`config.mk`:
```
export PLATFORM = sky130hd
export DESIGN_NAME = lru_dir_ctrl
export DESIGN_NICKNAME = d
export VERILOG_FILES = /design/src/rtl/lru_dir_pkg.sv /design/src/rtl/lru_dir_ctrl.sv
export SDC_FILE = /design/constraint.sdc
export NUM_CORES = 1
export LEC_CHECK = 0
export ABC_AREA = 1
export ABC_CLOCK_PERIOD_IN_PS = 1000
export BUFFER_PORTS_ARGS = -buffer_cell sky130_fd_sc_hd__buf_2
export CORE_AREA = 3 3 40 42
export DETAILED_ROUTE_END_ITERATION = 6
export DIE_AREA = 0 0 43 45
export PLACE_DENSITY = 0.32
export SYNTH_ARGS = -nofsm -noshare
export SYNTH_HDL_FRONTEND = slang
export SYNTH_SLANG_ARGS = --single-unit
```
`constraint.sdc`:
```
create_clock -name clk -period 1 [get_ports clk]
set_clock_uncertainty 0.05 [all_clocks]
set_input_delay 0.1 -clock clk [delete_from_list [all_inputs] [get_ports clk]]
set_output_delay 0.1 -clock clk [all_outputs]
set_load 0.02 [all_outputs]
```
`src/rtl/lru_dir_pkg.sv`:
```
// Shared types, constants and codes for the LRU cache directory.
package lru_dir_pkg;

  localparam int DEFAULT_SLOTS = 64;
  localparam int TAG_W = 32;
  localparam int SLOT_W = 6;

  localparam logic OP_ACCESS = 1'b0;
  localparam logic OP_INVAL = 1'b1;

  localparam logic [1:0] ST_HIT = 2'd0;
  localparam logic [1:0] ST_MISS = 2'd1;
  localparam logic [1:0] ST_RANGE = 2'd2;
  localparam logic [1:0] ST_INVAL = 2'd3;

  typedef struct packed {
    logic lookup;
    logic update;
    logic inval;
  } dir_cmd_t;

  typedef struct packed {
    logic hit;
    logic in_range;
    logic op_inval;
  } dir_stat_t;

endpackage

```
`src/rtl/lru_dir_ctrl.sv`:
```
// Controller state machine of the LRU cache directory.
module lru_dir_ctrl
  import lru_dir_pkg::*;
(
  input  logic      clk,
  input  logic      rst,
  input  logic      in_valid,
  output logic      in_ready,
  output logic      out_valid,
  input  logic      out_ready,
  input  dir_stat_t stat,
  output dir_cmd_t  cmd
);

  localparam logic [1:0] S_IDLE = 2'd0;
  localparam logic [1:0] S_LOOK = 2'd1;
  localparam logic [1:0] S_UPD = 2'd2;
  localparam logic [1:0] S_OUT = 2'd3;

  logic [1:0] state, state_next;

  always_comb begin
    state_next = state;
    cmd = '0;
    in_ready = 1'b0;
    out_valid = 1'b0;
    case (state)
      S_IDLE: begin
        in_ready = 1'b1;
        if (in_valid) state_next = S_LOOK;
      end
      S_LOOK: begin
        cmd.lookup = 1'b1;
        state_next = S_UPD;
      end
      S_UPD: begin
        if (stat.op_inval) cmd.inval = 1'b1;
        else if (stat.hit || stat.in_range) cmd.update = 1'b1;
        state_next = S_OUT;
      end
      S_OUT: begin
        out_valid = 1'b1;
        if (out_ready) state_next = S_IDLE;
      end
      default: state_next = S_IDLE;
    endcase
  end

  always_ff @(posedge clk) begin
    if (rst) state <= S_IDLE;
    else state <= state_next;
  end

endmodule

```
==> results.py <==
metrics = {
    "min_path": {
        "hp-class": "input port to register",
    },
    "detailed_routing": {
        "drc": 0,
        "drtAntennaViolNets": 0,
        "wirelength_um": 500,
        "drt-initial-drc-count": 3,
        "viasPerCell": 3.49,
        "vias": 206,
        "drt_pre_antenna_iters": 2,
        "drt-wirelength-per-cell_um": 8.47,
    },
    "clock_tree": {
        "clockBufferDepth": 2,
        "root_buffer": "clkbuf_4",
        "cts_made_buffers": 3,
        "clk_pin_slew_ns": 0.03,
        "clock_sinks": 2,
        "cts_tree": "done",
        "htree_levels": 1,
        "worstSkewPairLatency_ns": 0.22,
    },
    "logic_synthesis": {
        "yosysSeqAreaShare_pct": 21.8,
        "synth_seq_cells": 2,
        "syn_nets": 38,
        "synth.most_common_cell": "inv_1",
        "netlist.area_leader.share_pct": 27.2,
        "async_flop_share_pct": 0,
        "ys.flop_type": "dfxtp_1",
        "ys_types": 9,
        "ys_top_cells_by_count": "inv_1 (7), ha_1 (4), nand2_1 (4), nor2_1 (4)",
        "synth_area_leader_cell": "ha_1",
        "synth-edff-count": 0,
        "synth_area_leaders": "ha_1 (27%), dfxtp_1 (22%), inv_1 (14%)",
        "synth_warnings": 0,
        "synthesis.instances": 27,
        "syn_area_per_cell_um2": 6.81,
        "netlist_area_um2": 184,
    },
    "worst_setup_path": {
        "crit_buf_inv": 2,
        "cp_top_family": "flip-flops",
        "critPathCaptureType": "output port",
        "required_ns": 0.85,
        "worst_ep_arrival_time_ns": 1.01,
        "startpoint_type": "register",
        "crit_chain": "inv_4, ha_4, o21ai_2, nor2_2, buf_6",
        "crit_slowest_cell": "dfxtp_2",
        "crit_path_max_incr_delay_ns": 0.33,
        "critPathMaxFanout": 3,
        "critical_path_class": "register to output port",
    },
    "grt": {
        "grt_max_degree": 5,
        "grt_pass1_vias": 236,
        "grt_pass1_wl_mm": 1.06,
        "grt_antenna_before_repair": 0,
        "grt.overflow.total": 0,
        "groute.usage.overall_pct": 7.57,
    },
    "timing": {
        "final_hold_viol_count": 0,
        "drv_slew": 0,
        "max_slew.worst_pin.slew_ns": 0.115,
        "fmax_mhz": 861,
        "period_needed_ns": 1.16,
        "worst_slack_ns": -0.162,
        "relSlewSlack_pct": 92.3,
        "period_share_pct": 116,
        "setup_viol": 7,
        "hold_ws_ns": 0.0632,
        "rsz0062_at_grt": "true",
    },
    "floorplan": {
        "row_count": 13,
        "fp.dieW_um": 43,
        "die_area_mm2": 0.00194,
        "initial_core_util_pct": 14.3,
        "core_area_mm2": 0.00128,
        "ioPinCount": 12,
        "die_h_um": 45,
    },
    "place": {
        "gp_congestion": 0.650,
        "placed_cell_area_um2": 305,
        "hpwl_um": 421,
        "io_buffers": 11,
    },
    "cells_and_area": {
        "layout.nets": 57,
        "final_util_pct": 30.3,
        "largest_reg_flops": 2,
        "drive_gt1_share_pct": 68.2,
        "antenna_cells": 0,
        "area_growth_pct": 112,
        "reg.largest.list": "state x2",
        "fin_area_um2": 389,
        "regMostFlops": "state",
    },
    "run": {
        "max_cap_violations": 0,
    },
    "status": {
        "outcome": "finished, violations left",
        "failed_checks": "negative setup slack",
    },
    "pwr": {
        "p_per_area_mw_per_mm2": 2700,
        "ir_drop_mv": 0.899,
        "leakage_nw": 0.205,
    },
}
[worst paths after layout]
kind / from / end / slack [ns] / depth (start not counted)
worst max-delay path: state[0] / cmd[1] / -0.16 / 5
worst min-delay path: rst / state[1] / 0.06 / 4
worst max register to register: state[1] / state[0] / -0.04 / 6
worst min register to register: state[1] / state[1] / 0.49 / 2
[power breakdown]
part	internal (mW)	switching, mW
combinational	0.353	0.343
clock	0.132	0.0415
sequential	0.130	0.0527
total	0.615	0.437
[per-stage QoR]
stage / setup TNS [ns] / worst slack, ns / power, mW / cells
floorplan: -0.0161 / -0.0161 / 0.584 / 27
global placement: -0.136 / -0.0526 / 0.726 / 55
detailed placement: -0.138 / -0.0576 / 0.741 / 55
finish: -0.778 / -0.162 / 1.05 / 59
global route: -1.21 / -0.240 / 1.19 / 59
CTS: -0.849 / -0.176 / 1.06 / 58
[worst register-to-register path, delay by kind of cell (launching register included)]
family,cells,cell delay (ns)
flip-flops,1,0.35
AND/OR/NAND/NOR,4,0.22
adder cells (fa/ha/maj),1,0.16
buffers and inverters,1,0.14
[cell type report]
cell class | instances | area [um^2]
Clock buffer | 3 | 22.5
Fill cell | 151 | 896
Inverter | 7 | 28.8
Multi-Input combinational cell | 18 | 169
Sequential cell | 2 | 45.0
Tap cell | 15 | 18.8
Timing Repair Buffer | 14 | 105
[repair_timing]
item	in CTS	in global routing
endpoints found under the hold margin	0	0
setup buffers	0	1
endpoints found under the setup margin	7	7
pin swaps	2	0
resized for setup	15	0
hold buffers	0	0
[layer usage]
| metal | part of all wire (%) | vias up | track usage, % | wire length [um] |
|---|---|---|---|---|
| met4 | 0 | 0 | 7.23 | 0 |
| li1 | - | 113 | - | - |
| met5 | 0 | - | 0 | 0 |
| met2 | 54 | 5 | 10.8 | 272 |
| met1 | 41 | 88 | 9.38 | 203 |
| met3 | 5.0 | 0 | 1.59 | 25 |
[cell usage in the layout (no fill, tap or decap), types with 2 or more instances in the layout]
master    instances
ha_4              3
nor2_1            3
a21oi_1           2
buf_2             6
inv_1             5
buf_4             4
nand2_1           4
buf_6             4
clkbuf_4          3
[cell families (layout without fill, tap and decap cells)]
kind of cell,count (synthesis),in the layout,synth area share (%)
flip-flops,2,2,21.8
adder cells (fa/ha/maj),4,4,27.2
AND/OR/NAND/NOR,11,11,28.6
buffers and inverters,7,24,14.3
AO/OA/AOI/OAI,3,3,8.16
No activity file was read; power rests on OpenSTA's default activity.
